==> config.mk <==
export PLATFORM = sky130hd
export DESIGN_NAME = text_command_line_decoder
export DESIGN_NICKNAME = d
export VERILOG_FILES = /design/src/rtl/core/tcld_pkg.sv /design/src/rtl/core/text_command_line_decoder.sv /design/src/rtl/core/tcld_front.sv /design/src/rtl/core/tcld_queue.sv /design/src/rtl/core/tcld_back.sv
export VERILOG_INCLUDE_DIRS = /design/src /design/src/rtl/core
export SDC_FILE = /design/constraint.sdc
export NUM_CORES = 1
export LEC_CHECK = 0
export BUFFER_PORTS_ARGS = -buffer_cell sky130_fd_sc_hd__buf_4
export CORE_MARGIN = 10
export CORE_UTILIZATION = 57
export CTS_BUF_LIST = sky130_fd_sc_hd__clkbuf_2 sky130_fd_sc_hd__clkbuf_4 sky130_fd_sc_hd__clkbuf_8
export DETAILED_ROUTE_END_ITERATION = 7
export GPL_TIMING_DRIVEN = 0
export HOLD_SLACK_MARGIN = 0.05
export PLACE_DENSITY_LB_ADDON = 0.05
export SLEW_MARGIN = 30
export SYNTH_ARGS = -nofsm -noshare
export SYNTH_HDL_FRONTEND = slang
export SYNTH_SLANG_ARGS = --single-unit
export TNS_END_PERCENT = 20
==> constraint.sdc <==
create_clock -name clock -period 13.8 [get_ports clock]
set_clock_uncertainty 0.15 [all_clocks]
set_input_delay 1.38 -clock clock [delete_from_list [all_inputs] [get_ports clock]]
set_output_delay 1.38 -clock clock [all_outputs]
set_load 0.05 [all_outputs]
==> src/rtl/core/text_command_line_decoder_assert.svh <==
// Assertion macros shared by the text command line decoder RTL.
// Depends on a signal named clock and a synchronous active-high reset named reset.
`ifndef TEXT_COMMAND_LINE_DECODER_ASSERT_SVH
`define TEXT_COMMAND_LINE_DECODER_ASSERT_SVH

// Condition holds at every edge outside reset.
`define TCLD_ASSERT_ALWAYS(label, cond, msg) \
   label: assert property (@(posedge clock) disable iff (reset) (cond)) else $error(msg);

// Consequent holds in the same cycle as the antecedent.
`define TCLD_ASSERT_IMPLY(label, ante, cons, msg) \
   label: assert property (@(posedge clock) disable iff (reset) (ante) |-> (cons)) \
      else $error(msg);

// Consequent holds in the cycle after the antecedent.
`define TCLD_ASSERT_NEXT(label, ante, cons, msg) \
   label: assert property (@(posedge clock) disable iff (reset) (ante) |=> (cons)) \
      else $error(msg);

`endif

==> src/rtl/core/tcld_pkg.sv <==
// Package for the text command line decoder: constants, codes and command words.
// No dependencies; used by every module of the block.
package tcld_pkg;

   localparam int LINE_CAPACITY_DEF = 64;
   localparam int QUEUE_DEPTH       = 4;

   localparam logic [7:0] CHAR_CR    = 8'h0D;
   localparam logic [7:0] CHAR_LF    = 8'h0A;
   localparam logic [7:0] CHAR_SPACE = 8'h20;
   localparam logic [7:0] CHAR_ZERO  = 8'h30;

   localparam int NUM_W = 17;
   localparam logic [NUM_W-1:0] NUM_CAP    = 17'd100000;
   localparam logic [NUM_W-1:0] BRIGHT_MAX = 17'd100;
   localparam logic [NUM_W-1:0] BLINK_MAX  = 17'd6553;

   localparam int BRIGHT_W = 7;
   localparam int BLINK_W  = 13;

   localparam logic [0:3][7:0] HELP_WORD   = "help";
   localparam logic [0:2][7:0] PWM_WORD    = "pwm";
   localparam logic [0:4][7:0] BLINK_WORD  = "blink";
   localparam logic [0:5][7:0] STATUS_WORD = "status";

   typedef enum logic {
      KIND_STORE = 1'b0,
      KIND_END   = 1'b1
   } item_kind_type;

   typedef enum logic [2:0] {
      RC_HELP       = 3'd0,
      RC_BRIGHT_SET = 3'd1,
      RC_BLINK_OFF  = 3'd2,
      RC_BLINK_SET  = 3'd3,
      RC_STATUS     = 3'd4,
      RC_BAD_PWM    = 3'd5,
      RC_BAD_BLINK  = 3'd6,
      RC_UNKNOWN    = 3'd7
   } reply_code_type;

endpackage

==> src/rtl/core/text_command_line_decoder.sv <==
// Top level of the text command line decoder: front end, item queue, back end.
// Depends on tcld_pkg, tcld_front, tcld_queue and tcld_back.
//
//   Channel   Dir   Ports                                   Beat
//   req       in    req_valid, req_ready, req_rx_byte       one received byte
//   rsp       out   rsp_valid, rsp_ready, rsp_reply_code,   one decoded line
//                   rsp_brightness_now, rsp_blink_now
//
// The front end takes one byte a cycle while the queue has room; a byte that
// extends a line costs the back end one store, a dropped byte costs nothing.
// A line end makes the back end scan the stored characters through the
// single read port of the line store, one character a cycle, then drain the
// last read and decide the reply.
// The back end holds a line end while a reply still waits on rsp; bytes keep
// flowing into the queue until it fills, then req_ready drops.
// Reset clears line length, drop state, settings and reply valid; the line
// store itself is not cleared and needs no clearing pass.
module text_command_line_decoder #(
   parameter int LINE_CAPACITY = tcld_pkg::LINE_CAPACITY_DEF
) (
   input  logic                              clock,
   input  logic                              reset,
   input  logic                              req_valid,
   output logic                              req_ready,
   input  logic [7:0]                        req_rx_byte,
   output logic                              rsp_valid,
   input  logic                              rsp_ready,
   output logic [2:0]                        rsp_reply_code,
   output logic [tcld_pkg::BRIGHT_W-1:0]     rsp_brightness_now,
   output logic [tcld_pkg::BLINK_W-1:0]      rsp_blink_now
);
   import tcld_pkg::*;

   localparam int LEN_W = $clog2(LINE_CAPACITY);
   localparam int ITEM_W = 1 + 8 + LEN_W;

   logic              in_accept;
   logic              push;
   item_kind_type     push_kind;
   logic [7:0]        push_byte;
   logic [LEN_W-1:0]  push_pos;
   logic              q_full;
   logic              q_pop;
   logic              q_valid;
   logic [ITEM_W-1:0] q_data;
   item_kind_type     q_kind;

   // accept a byte whenever the queue can take whatever it turns into
   assign req_ready = !q_full;
   assign in_accept = req_valid && req_ready;

   tcld_front #(
      .LINE_CAPACITY(LINE_CAPACITY)
   ) u_front (
      .clock    (clock),
      .reset    (reset),
      .in_accept(in_accept),
      .in_byte  (req_rx_byte),
      .push     (push),
      .push_kind(push_kind),
      .push_byte(push_byte),
      .push_pos (push_pos)
   );

   // item: kind, byte, then store index or line length
   tcld_queue #(
      .WIDTH(ITEM_W),
      .DEPTH(QUEUE_DEPTH)
   ) u_queue (
      .clock    (clock),
      .reset    (reset),
      .push     (push),
      .push_data({push_kind, push_byte, push_pos}),
      .full     (q_full),
      .pop      (q_pop),
      .pop_valid(q_valid),
      .pop_data (q_data)
   );

   assign q_kind = item_kind_type'(q_data[ITEM_W-1]);

   tcld_back #(
      .LINE_CAPACITY(LINE_CAPACITY)
   ) u_back (
      .clock             (clock),
      .reset             (reset),
      .q_valid           (q_valid),
      .q_kind            (q_kind),
      .q_byte            (q_data[LEN_W+7:LEN_W]),
      .q_pos             (q_data[LEN_W-1:0]),
      .q_pop             (q_pop),
      .rsp_valid         (rsp_valid),
      .rsp_ready         (rsp_ready),
      .rsp_reply_code    (rsp_reply_code),
      .rsp_brightness_now(rsp_brightness_now),
      .rsp_blink_now     (rsp_blink_now)
   );

endmodule

==> src/rtl/core/tcld_front.sv <==
// Front end: classifies received bytes into store and line-end items.
// Depends on tcld_pkg; tracks line length and the drop state of over-long lines.
module tcld_front #(
   parameter int LINE_CAPACITY = tcld_pkg::LINE_CAPACITY_DEF
) (
   input  logic                              clock,
   input  logic                              reset,
   input  logic                              in_accept,
   input  logic [7:0]                        in_byte,
   output logic                              push,
   output tcld_pkg::item_kind_type           push_kind,
   output logic [7:0]                        push_byte,
   output logic [$clog2(LINE_CAPACITY)-1:0]  push_pos
);
   import tcld_pkg::*;

   localparam int LEN_W = $clog2(LINE_CAPACITY);

   logic [LEN_W-1:0] len_ff, len_in;
   logic             discard_ff, discard_in;
   logic             is_eol;

   assign is_eol = (in_byte == CHAR_CR) || (in_byte == CHAR_LF);

   always_comb begin
      len_in     = len_ff;
      discard_in = discard_ff;
      push       = 1'b0;
      push_kind  = KIND_STORE;
      push_byte  = in_byte;
      push_pos   = len_ff;
      if (in_accept) begin
         if (is_eol) begin
            len_in     = '0;
            discard_in = 1'b0;
            if (!discard_ff && len_ff != '0) begin
               push      = 1'b1;
               push_kind = KIND_END;
            end
         end else if (!discard_ff) begin
            if (len_ff < LEN_W'(LINE_CAPACITY - 1)) begin
               push   = 1'b1;
               len_in = len_ff + 1'b1;
            end else begin
               // drop the rest of an over-long line
               len_in     = '0;
               discard_in = 1'b1;
            end
         end
      end
   end

   always_ff @(posedge clock) begin
      if (reset) begin
         len_ff     <= '0;
         discard_ff <= 1'b0;
      end else begin
         len_ff     <= len_in;
         discard_ff <= discard_in;
      end
   end

endmodule

==> src/rtl/core/tcld_queue.sv <==
// Short first-in first-out queue between the front and back ends.
// Depends on tcld_pkg for the default depth.
module tcld_queue #(
   parameter int WIDTH = 8,
   parameter int DEPTH = tcld_pkg::QUEUE_DEPTH
) (
   input  logic             clock,
   input  logic             reset,
   input  logic             push,
   input  logic [WIDTH-1:0] push_data,
   output logic             full,
   input  logic             pop,
   output logic             pop_valid,
   output logic [WIDTH-1:0] pop_data
);
   import tcld_pkg::*;

   localparam int PTR_W = (DEPTH > 1) ? $clog2(DEPTH) : 1;
   localparam int CNT_W = $clog2(DEPTH + 1);

   logic [WIDTH-1:0] slot_ff [DEPTH];
   logic [PTR_W-1:0] wr_ptr_ff, wr_ptr_in, rd_ptr_ff, rd_ptr_in;
   logic [CNT_W-1:0] count_ff, count_in;

   assign full      = (count_ff == CNT_W'(DEPTH));
   assign pop_valid = (count_ff != '0);
   assign pop_data  = slot_ff[rd_ptr_ff];

   always_comb begin
      wr_ptr_in = wr_ptr_ff;
      rd_ptr_in = rd_ptr_ff;
      count_in  = count_ff;
      if (push) begin
         wr_ptr_in = (wr_ptr_ff == PTR_W'(DEPTH - 1)) ? '0 : wr_ptr_ff + 1'b1;
      end
      if (pop) begin
         rd_ptr_in = (rd_ptr_ff == PTR_W'(DEPTH - 1)) ? '0 : rd_ptr_ff + 1'b1;
      end
      if (push && !pop) begin
         count_in = count_ff + 1'b1;
      end else if (pop && !push) begin
         count_in = count_ff - 1'b1;
      end
   end

   always_ff @(posedge clock) begin
      if (push) begin
         slot_ff[wr_ptr_ff] <= push_data;
      end
   end

   always_ff @(posedge clock) begin
      if (reset) begin
         wr_ptr_ff <= '0;
         rd_ptr_ff <= '0;
         count_ff  <= '0;
      end else begin
         wr_ptr_ff <= wr_ptr_in;
         rd_ptr_ff <= rd_ptr_in;
         count_ff  <= count_in;
      end
   end

endmodule

==> src/rtl/core/tcld_back.sv <==
// Back end: line store, character scan, command decode and reply register.
// Depends on tcld_pkg and text_command_line_decoder_assert.svh.
`include "text_command_line_decoder_assert.svh"

module tcld_back #(
   parameter int LINE_CAPACITY = tcld_pkg::LINE_CAPACITY_DEF
) (
   input  logic                              clock,
   input  logic                              reset,
   input  logic                              q_valid,
   input  tcld_pkg::item_kind_type           q_kind,
   input  logic [7:0]                        q_byte,
   input  logic [$clog2(LINE_CAPACITY)-1:0]  q_pos,
   output logic                              q_pop,
   output logic                              rsp_valid,
   input  logic                              rsp_ready,
   output logic [2:0]                        rsp_reply_code,
   output logic [tcld_pkg::BRIGHT_W-1:0]     rsp_brightness_now,
   output logic [tcld_pkg::BLINK_W-1:0]      rsp_blink_now
);
   import tcld_pkg::*;

   localparam int LEN_W  = $clog2(LINE_CAPACITY);
   localparam int DEPTH  = LINE_CAPACITY - 1;
   localparam int ADDR_W = $clog2(DEPTH);

   typedef enum logic [3:0] {
      S_IDLE   = 4'b0001,
      S_SCAN   = 4'b0010,
      S_DRAIN  = 4'b0100,
      S_DECIDE = 4'b1000
   } state_type;

   typedef enum logic [3:0] {
      PH_LEAD   = 4'b0001,
      PH_DIGITS = 4'b0010,
      PH_TRAIL  = 4'b0100,
      PH_BAD    = 4'b1000
   } phase_type;

   typedef struct packed {
      phase_type        phase;
      logic [NUM_W-1:0] val;
   } num_type;

   localparam num_type NUM_INIT = '{phase: PH_LEAD, val: '0};

   // one character of the number syntax: spaces, digits, spaces, end
   function automatic num_type num_step(num_type s, logic [7:0] c);
      num_type          r;
      logic             is_digit;
      logic [3:0]       d;
      logic [NUM_W+3:0] acc;
      r        = s;
      is_digit = c inside {["0":"9"]};
      d        = 4'(c - CHAR_ZERO);
      acc      = {1'b0, s.val, 3'b000} + {3'b000, s.val, 1'b0} + {(NUM_W)'(0), d};
      case (s.phase)
         PH_LEAD: begin
            if (is_digit) begin
               r.phase = PH_DIGITS;
               r.val   = {(NUM_W-4)'(0), d};
            end else if (c != CHAR_SPACE) begin
               r.phase = PH_BAD;
            end
         end
         PH_DIGITS: begin
            if (is_digit) begin
               r.val = (acc > {4'b0000, NUM_CAP}) ? NUM_CAP : acc[NUM_W-1:0];
            end else if (c == CHAR_SPACE) begin
               r.phase = PH_TRAIL;
            end else begin
               r.phase = PH_BAD;
            end
         end
         PH_TRAIL: begin
            if (c != CHAR_SPACE) begin
               r.phase = PH_BAD;
            end
         end
         default: r.phase = PH_BAD;
      endcase
      return r;
   endfunction

   logic [7:0]          line_mem [DEPTH];
   logic [7:0]          rd_data_ff;

   state_type           state_ff, state_in;
   logic [LEN_W-1:0]    len_ff, len_in;
   logic [ADDR_W-1:0]   rd_idx_ff, rd_idx_in;
   logic                char_vld_ff, char_vld_in;
   logic [LEN_W-1:0]    char_pos_ff, char_pos_in;

   logic                help_ok_ff, help_ok_in;
   logic                pwm_ok_ff, pwm_ok_in;
   logic                blink_ok_ff, blink_ok_in;
   logic                status_ok_ff, status_ok_in;
   num_type             pwm_num_ff, pwm_num_in;
   num_type             blk_num_ff, blk_num_in;

   logic [BRIGHT_W-1:0] bright_ff, bright_in;
   logic [BLINK_W-1:0]  blink_ff, blink_in;

   logic                rsp_valid_ff, rsp_valid_in;
   reply_code_type      rsp_code_ff, rsp_code_in;
   logic [BRIGHT_W-1:0] rsp_bright_ff;
   logic [BLINK_W-1:0]  rsp_blink_ff;

   logic                pwm_good, blk_good;
   logic                end_pop;

   assign rsp_valid          = rsp_valid_ff;
   assign rsp_reply_code     = rsp_code_ff;
   assign rsp_brightness_now = rsp_bright_ff;
   assign rsp_blink_now      = rsp_blink_ff;

   // a line end waits until the previous reply has left
   assign q_pop = (state_ff == S_IDLE) && q_valid && ((q_kind == KIND_STORE) || !rsp_valid_ff);
   assign end_pop = q_pop && (q_kind == KIND_END);

   assign pwm_good = ((pwm_num_ff.phase == PH_DIGITS) || (pwm_num_ff.phase == PH_TRAIL))
                     && (pwm_num_ff.val <= BRIGHT_MAX);
   assign blk_good = ((blk_num_ff.phase == PH_DIGITS) || (blk_num_ff.phase == PH_TRAIL))
                     && (blk_num_ff.val <= BLINK_MAX);

   always_comb begin
      state_in     = state_ff;
      len_in       = len_ff;
      rd_idx_in    = rd_idx_ff;
      char_vld_in  = 1'b0;
      char_pos_in  = char_pos_ff;
      help_ok_in   = help_ok_ff;
      pwm_ok_in    = pwm_ok_ff;
      blink_ok_in  = blink_ok_ff;
      status_ok_in = status_ok_ff;
      pwm_num_in   = pwm_num_ff;
      blk_num_in   = blk_num_ff;
      bright_in    = bright_ff;
      blink_in     = blink_ff;
      rsp_valid_in = rsp_valid_ff && !rsp_ready;
      rsp_code_in  = rsp_code_ff;

      // fold in the character read last cycle
      if (char_vld_ff) begin
         if (char_pos_ff < LEN_W'(4)) begin
            help_ok_in = help_ok_ff && (rd_data_ff == HELP_WORD[char_pos_ff[1:0]]);
         end
         if (char_pos_ff < LEN_W'(3)) begin
            pwm_ok_in = pwm_ok_ff && (rd_data_ff == PWM_WORD[char_pos_ff[1:0]]);
         end else begin
            pwm_num_in = num_step(pwm_num_ff, rd_data_ff);
         end
         if (char_pos_ff < LEN_W'(5)) begin
            blink_ok_in = blink_ok_ff && (rd_data_ff == BLINK_WORD[char_pos_ff[2:0]]);
         end else begin
            blk_num_in = num_step(blk_num_ff, rd_data_ff);
         end
         if (char_pos_ff < LEN_W'(6)) begin
            status_ok_in = status_ok_ff && (rd_data_ff == STATUS_WORD[char_pos_ff[2:0]]);
         end
      end

      case (state_ff)
         S_IDLE: begin
            if (end_pop) begin
               state_in     = S_SCAN;
               len_in       = q_pos;
               rd_idx_in    = '0;
               help_ok_in   = 1'b1;
               pwm_ok_in    = 1'b1;
               blink_ok_in  = 1'b1;
               status_ok_in = 1'b1;
               pwm_num_in   = NUM_INIT;
               blk_num_in   = NUM_INIT;
            end
         end
         S_SCAN: begin
            char_vld_in = 1'b1;
            char_pos_in = LEN_W'(rd_idx_ff);
            rd_idx_in   = rd_idx_ff + 1'b1;
            if (LEN_W'(rd_idx_ff) == len_ff - 1'b1) begin
               state_in = S_DRAIN;
            end
         end
         S_DRAIN: begin
            state_in = S_DECIDE;
         end
         S_DECIDE: begin
            state_in     = S_IDLE;
            rsp_valid_in = 1'b1;
            if (help_ok_ff && len_ff >= LEN_W'(4)) begin
               rsp_code_in = RC_HELP;
            end else if (pwm_ok_ff && len_ff >= LEN_W'(3)) begin
               if (pwm_good) begin
                  bright_in   = pwm_num_ff.val[BRIGHT_W-1:0];
                  rsp_code_in = RC_BRIGHT_SET;
               end else begin
                  rsp_code_in = RC_BAD_PWM;
               end
            end else if (blink_ok_ff && len_ff >= LEN_W'(5)) begin
               if (blk_good) begin
                  blink_in    = blk_num_ff.val[BLINK_W-1:0];
                  rsp_code_in = (blk_num_ff.val == '0) ? RC_BLINK_OFF : RC_BLINK_SET;
               end else begin
                  rsp_code_in = RC_BAD_BLINK;
               end
            end else if (status_ok_ff && len_ff >= LEN_W'(6)) begin
               rsp_code_in = RC_STATUS;
            end else begin
               rsp_code_in = RC_UNKNOWN;
            end
         end
         default: state_in = S_IDLE;
      endcase
   end

   // line store: one write port, one registered read port
   always_ff @(posedge clock) begin
      if (q_pop && (q_kind == KIND_STORE)) begin
         line_mem[q_pos[ADDR_W-1:0]] <= q_byte;
      end
      if (state_ff == S_SCAN) begin
         rd_data_ff <= line_mem[rd_idx_ff];
      end
   end

   always_ff @(posedge clock) begin
      len_ff       <= len_in;
      rd_idx_ff    <= rd_idx_in;
      char_pos_ff  <= char_pos_in;
      help_ok_ff   <= help_ok_in;
      pwm_ok_ff    <= pwm_ok_in;
      blink_ok_ff  <= blink_ok_in;
      status_ok_ff <= status_ok_in;
      pwm_num_ff   <= pwm_num_in;
      blk_num_ff   <= blk_num_in;
      rsp_code_ff  <= rsp_code_in;
      if (state_ff == S_DECIDE) begin
         rsp_bright_ff <= bright_in;
         rsp_blink_ff  <= blink_in;
      end
   end

   always_ff @(posedge clock) begin
      if (reset) begin
         state_ff     <= S_IDLE;
         char_vld_ff  <= 1'b0;
         bright_ff    <= '0;
         blink_ff     <= '0;
         rsp_valid_ff <= 1'b0;
      end else begin
         state_ff     <= state_in;
         char_vld_ff  <= char_vld_in;
         bright_ff    <= bright_in;
         blink_ff     <= blink_in;
         rsp_valid_ff <= rsp_valid_in;
      end
   end

   `TCLD_ASSERT_IMPLY(a_char_inside_line, char_vld_ff, char_pos_ff < len_ff, "scan past end")
   `TCLD_ASSERT_IMPLY(a_end_waits_reply, end_pop, !rsp_valid_ff, "line end over pending reply")
   `TCLD_ASSERT_NEXT(a_decide_replies, state_ff == S_DECIDE, rsp_valid_ff, "no reply")
   `TCLD_ASSERT_ALWAYS(a_bright_limit, ({10'b0, bright_ff} <= BRIGHT_MAX), "brightness over limit")
   `TCLD_ASSERT_ALWAYS(a_blink_limit, ({4'b0, blink_ff} <= BLINK_MAX), "blink over limit")

endmodule
# Yosys cells after proc, flatten, opt, wreduce, memory -nomap -nowiden
# Memory sizes are Yosys's and may differ from the RTL's. A register that Yosys moved wholly into a read port is not among the register bits.
# Cells that the tools add are included.
# word_totals
mem_count	4
ram_bits	564
mem_bits_ro	128
elab_cells	220
register_bits	127
inputBits	12
# classes
magnitude_cmp	17
bitwise_logic	3
n_mux	96
n_eq_ne	25
add_sub_neg	12
n_reduce_logical	39
# mem_list
memory	depth	width	rd	rd_clocked_by_memory_dff	wr	line_no	text
u_back.line_mem	63	8	1	1	1	tcld_back.sv:86	logic [7:0] line_mem [DEPTH];
(name not given)	8	8	1	0	0	tcld_back.sv:155	blink_ok_in = blink_ok_ff && (rd_data_ff == BLINK_WORD[char_pos_ff[2:0]]);
(name not given)	8	8	1	0	0	tcld_back.sv:160	status_ok_in = status_ok_ff && (rd_data_ff == STATUS_WORD[char_pos_ff[2:0]]);
u_queue.slot_ff	4	15	1	1	1	tcld_queue.sv:21	logic [WIDTH-1:0] slot_ff [DEPTH];
# op_table
cell	count
$mux 21	8
$mux 17	6
$pmux 17 s2	2
$mux 13	5
$mux 8	8
$add 20x18->21	2
$add 21x4->21	2
$gt 21x17->1 const B	2
$mux 4	9
$pmux 4 s3	3
$mux 1	33
$bmux 8 s2	2
$eq 8x8->1	4
$mux 7	4
$mux 6	4
$logic_and 1x1->1	20
$ge 6x3->1 const B	3
$lt 6x3->1 const B	3
$mux 3	6
$le 17x13->1 const B	1
$le 17x7->1 const B	1
$logic_not 17->1	1
$eq 8x4->1 const B	2
$add 6x1->6 const B	2
other kinds (34)	59

# Logic depth before layout (Yosys ltp)
# logic_depth
word_depth	10
ltp_mapped	13

# Hierarchy
# From an unflattened synthesis, not the netlist that was laid out.
# hier_totals
cells_unflattened	1908
hier_area_um2	30640.6
# modules_own_cells
mod	seq_area_each_um2	cells_per_inst	area_each_um2	n_inst
tcld_back	18047.3	1716	27461.3	1
tcld_queue	1981.9	122	2636.3	1
tcld_front	140.1	68	533.0	1
text_command_line_decoder	0.0	2	10.0	1

# Least setup slack after synthesis
# OpenSTA, ideal clock, no wires.
# synth_timing
kind	flip-flop to flip-flop
start	register u_back.state_ff[0]
end	register u_back.rsp_blink_ff[10], in the netlist u_back.rsp_blink_now[10] (data pin)
required_time_ns	13.388
synth_period_minus_slack_ns	4.631
path_stages_with_launch	5
setup_slack_ns	9.169
n_path_buf	1
t_arrival_ns	4.219
setup_time_ns	0.262
path_cell_list	dfxtp_1 -> nor4b_1 -> nand3_1 -> buf_1 -> mux2_2
# synth_between
elab_chain_cells	2
# synth_rtl
element	line_no	text
start: declaration	tcld_back.sv:89	state_type state_ff, state_in;
start signal: assignment	tcld_back.sv:253	state_ff <= state_in;
$eq 4x4->1	tcld_back.sv:164	case (state_ff)
$mux 13	tcld_back.sv:164	
net u_back.blink_in[10]	tcld_back.sv:103	logic [BLINK_W-1:0] blink_ff, blink_in;
end signal: assignment	tcld_back.sv:241	rsp_blink_ff <= blink_in;
end: declaration	tcld_back.sv:108	logic [BLINK_W-1:0] rsp_blink_ff;
# The timed path passes the listed nets, and every way through them passes these cells.
# A chain may end at the register's enable or synchronous reset.

==> results.md <==
* Post-CTS Setup Inserts at 0
* Worst-skew pair later-pin latency at 700 ps
* Antenna Nets Post-Route at 0
* Cell Rows at 85
* Register area at 0.02017 mm²
* CTS buffer count at 111
* Crit-path cells: fa_1 > inv_1 > fa_1 > nand2b_1 > a211oi_1 > o31ai_1 > a21boi_0 > mux2i_1 > nor3_1 > o311a_1 > a31oi_1 > o41ai_1
* WP data arrival at 5150 ps
* Root buffer cell: clkbuf_8
* Die Ht at 252.2 µm
* Util after Layout at 63.81%
* FF-to-FF path depth at 12
* Ranking of synthesized cells by area: edfxtp_1, mux4_2, dfxtp_1, ha_1, nor2_1
* Total gr overflow at 0
* Fin cells at 2857
* Core Region at 0.05360 mm²
* Total number of vias at 17680
* Pwr Density at 175.0 mW/mm²
* Worst endpoint required time at 14240 ps
* CP bufs+invs at 1
* Hold depth at 2
* Fraction of layout instances using a drive strength above 1 at 21.16%
* CTS clk-pin slew, worst paths at 60 ps
* Largest net degree at the start of global routing at 64
* CTS H-tree lvls at 3
* Nets at 2174
* Worst reg2reg path startpoint: u_back.rd_data_ff[3]
* Yosys Warn Count at 0
* 1st-pass router iterations at 8
* EDFF count, synth at 613
* Clk sink count at 701
* Dpl cells at 2654
* Pleak at 11.66 nW
* First-pass GRT wire length at 107500 µm
* HP Class: flop to flop
* Worst setup EP type: flop
* Setup slack, reg-to-reg at 9090 ps
* Worst-margin pin slew at 979.2 ps
* Hold Crit Start: u_back.blink_ok_ff
* Multi-input gate area in the final layout at 0.01012 mm²
* Fill count at 3904
* Post-synthesis cell count at 1918
* Top-count cell post-synth: edfxtp_1
* Post-synth top area cell: edfxtp_1
* DP Worst Slack at 9013 ps
* Relative slew slack at 34.72%
* TritonCTS clock tree: yes
* Vias in the first global route at 17750
* Worst R2R End: u_back.pwm_num_ff[2]
* GR Util All Layers at 22.40%
* Status: finished clean
* Sequential area share after synthesis at 65.64%
* Mapped Area at 0.03073 mm²
* CP top delay family: compound AO/OA/AOI/OAI gates
* Crit-path max cell delay at 560 ps
* Unique masters post-synth at 78
* Die area at 0.06360 mm²
* DR iter-0 viols at 1538
* Max Root-Sink Buffers at 3
* Resized Gates After CTS at 0
* Crit path max-delay cell type: fa_1
* Via density at 6.188
* Max-slew violation count at 0
* Num ports at 37
* Synth cell count leaders: edfxtp_1, mux4_2, nor2_1
* Period utilization at 34.10%
* Fmax at 0.2125 GHz
* Register bit total from synthesis at 701
* Asr flop ratio synth at 0%
* Yosys top cell area share at 59.90%
* Antenna violations before repair at 2
* WL/cell at 24.69 µm
* Final worst slack at 9094 ps
* CP Class: flop to flop
* Syn_area_per_cell at 16.02 µm²
* Min Hold Slack at 308.8 ps
* Setup TNS at 0 ps
* RSZ-0062 raised after global routing: false
* Final setup viols at 0
* CTS Hold Buffers Added at 0
* Syn nets at 2021
* Port bufs at 35
* Routability cong. at 0.8830
* Most common cell on crit path: fa_1
* Worst Hold Path EP: u_back.blink_ok_ff
* VDD IR-drop max at 0.1067 mV
* Hpwl dp at 46620 µm
* Final WL at 70540 µm
* Worst Setup Start Kind: flop
* Post-layout min period at 4706 ps
* Total of max-cap violations at 0
* Die X-Extent at 252.2 µm
* Final hold violation count at 0
* DRC Markers at 0
* Initial Utilization at 57.33%
* Worst Path Max Fanout at 7
* Post-synth top flop: edfxtp_1
* Syn-to-layout area delta at 11.31%
state kept, by name, indices dropped and copies added, names as in the netlist, 7 cells and up, named ones only:
name                       flops
u_back.blink_ff               13
u_back.pwm_num_ff             21
u_back.rsp_blink_now          13
u_back.blk_num_ff             21
u_back.rsp_brightness_now      7
u_back.rd_data_ff              8
u_back.line_mem              504
u_queue.slot_ff               60
u_back.bright_ff               7
worst register-to-register path: stages (launching register included):
cell and delay, ps:
edfxtp_1 530, fa_1 570, inv_1 60, fa_1 480, nand2b_1 180, a211oi_1 520, o31ai_1 280, a21boi_0 260
mux2i_1 100, nor3_1 490, o311a_1 420, a31oi_1 190, o41ai_1 390
worst max-delay path by stage:
stage / from / endpoint / slack, ps / depth (start not counted)
2_1_floorplan: u_back.state_ff[0] / u_back.rsp_blink_now[10] / 9170 / 4
4_1_cts: u_back.rd_idx_ff[0] / u_back.rd_data_ff[1] / 9080 / 8
5_1_grt: u_back.rd_data_ff[3] / u_back.pwm_num_ff[1] / 8780 / 12
3_3_place_gp: u_back.state_ff[0] / u_back.blink_ff[11] / 6560 / 5
3_5_place_dp: req_rx_byte[5] / u_queue.count_ff[2] / 9010 / 11
6_report: u_back.rd_data_ff[3] / u_back.pwm_num_ff[2] / 9090 / 12
kinds of logic (layout without fill, tap and decap cells):
kind of cell	count (synthesis)	in the layout	synth area share, %
other	0	1	0
adders and majority gates	91	91	3.827
xor gates and xnor gates	50	50	1.425
muxes	211	211	14.04
buffers and inverters	125	367	1.535
DFF	701	701	65.64
and+or+nand+nor	454	454	7.227
AOI/OAI and AO/OA	286	286	6.307
final cells by class:
cell class	instances	area share, %
inverter	39	0.4280
clock inverter	47	1.086
multi-input combinational	1092	29.59
tap	696	2.546
antenna	1	0.007316
buffer	86	1.002
timing repair buffer	40	0.8487
clock buffer	155	5.524
sequential	701	58.97
stage by stage:
stage / total power [mW] / instance area, µm²
2_1_floorplan: 3.694 / 30730
3_3_place_gp: 4.217 / 31860
3_5_place_dp: 4.258 / 31920
4_1_cts: 6.036 / 34180
5_1_grt: 6.242 / 34200
6_report: 5.987 / 34200
per-layer routing:
layer,wire length (µm),track usage [%],vias up
met1,29390,29.31,9037
met4,1564,7.149,2
met3,4057,3.814,100
met2,35510,37.80,571
li1,-,-,7969
met5,17,0,-
layout by cell type (no fill, tap or decap), types with 13 or more instances in the layout:
master	Yosys	layout
clkbuf_4	0	39
mux2_2	21	21
a21oi_1	66	66
edfxtp_1	613	613
clkinv_1	0	23
mux2i_1	16	16
clkbuf_2	1	13
nor2b_1	31	31
nand2_1	103	103
clkbuf_8	0	116
clkinv_2	0	14
o21ai_0	76	76
nand2b_1	13	13
inv_1	39	39
xnor2_1	23	23
nor2_1	135	135
and2_1	15	15
dfxtp_1	88	88
buf_4	0	36
or3_1	14	14
ha_1	86	86
nor3_1	40	40
nor4_1	20	20
nand3_1	30	30
mux4_2	174	166
a21o_1	22	22
xor2_1	27	27
clkbuf_1	67	59
report_power, final:
| part | internal, mW | switching (mW) |
|---|---|---|
| registers | 2.67 | 0.0482 |
| logic | 0.516 | 0.964 |
| clock network | 0.996 | 0.789 |
| total | 4.19 | 1.80 |
(Power assumes the default switching activity.)
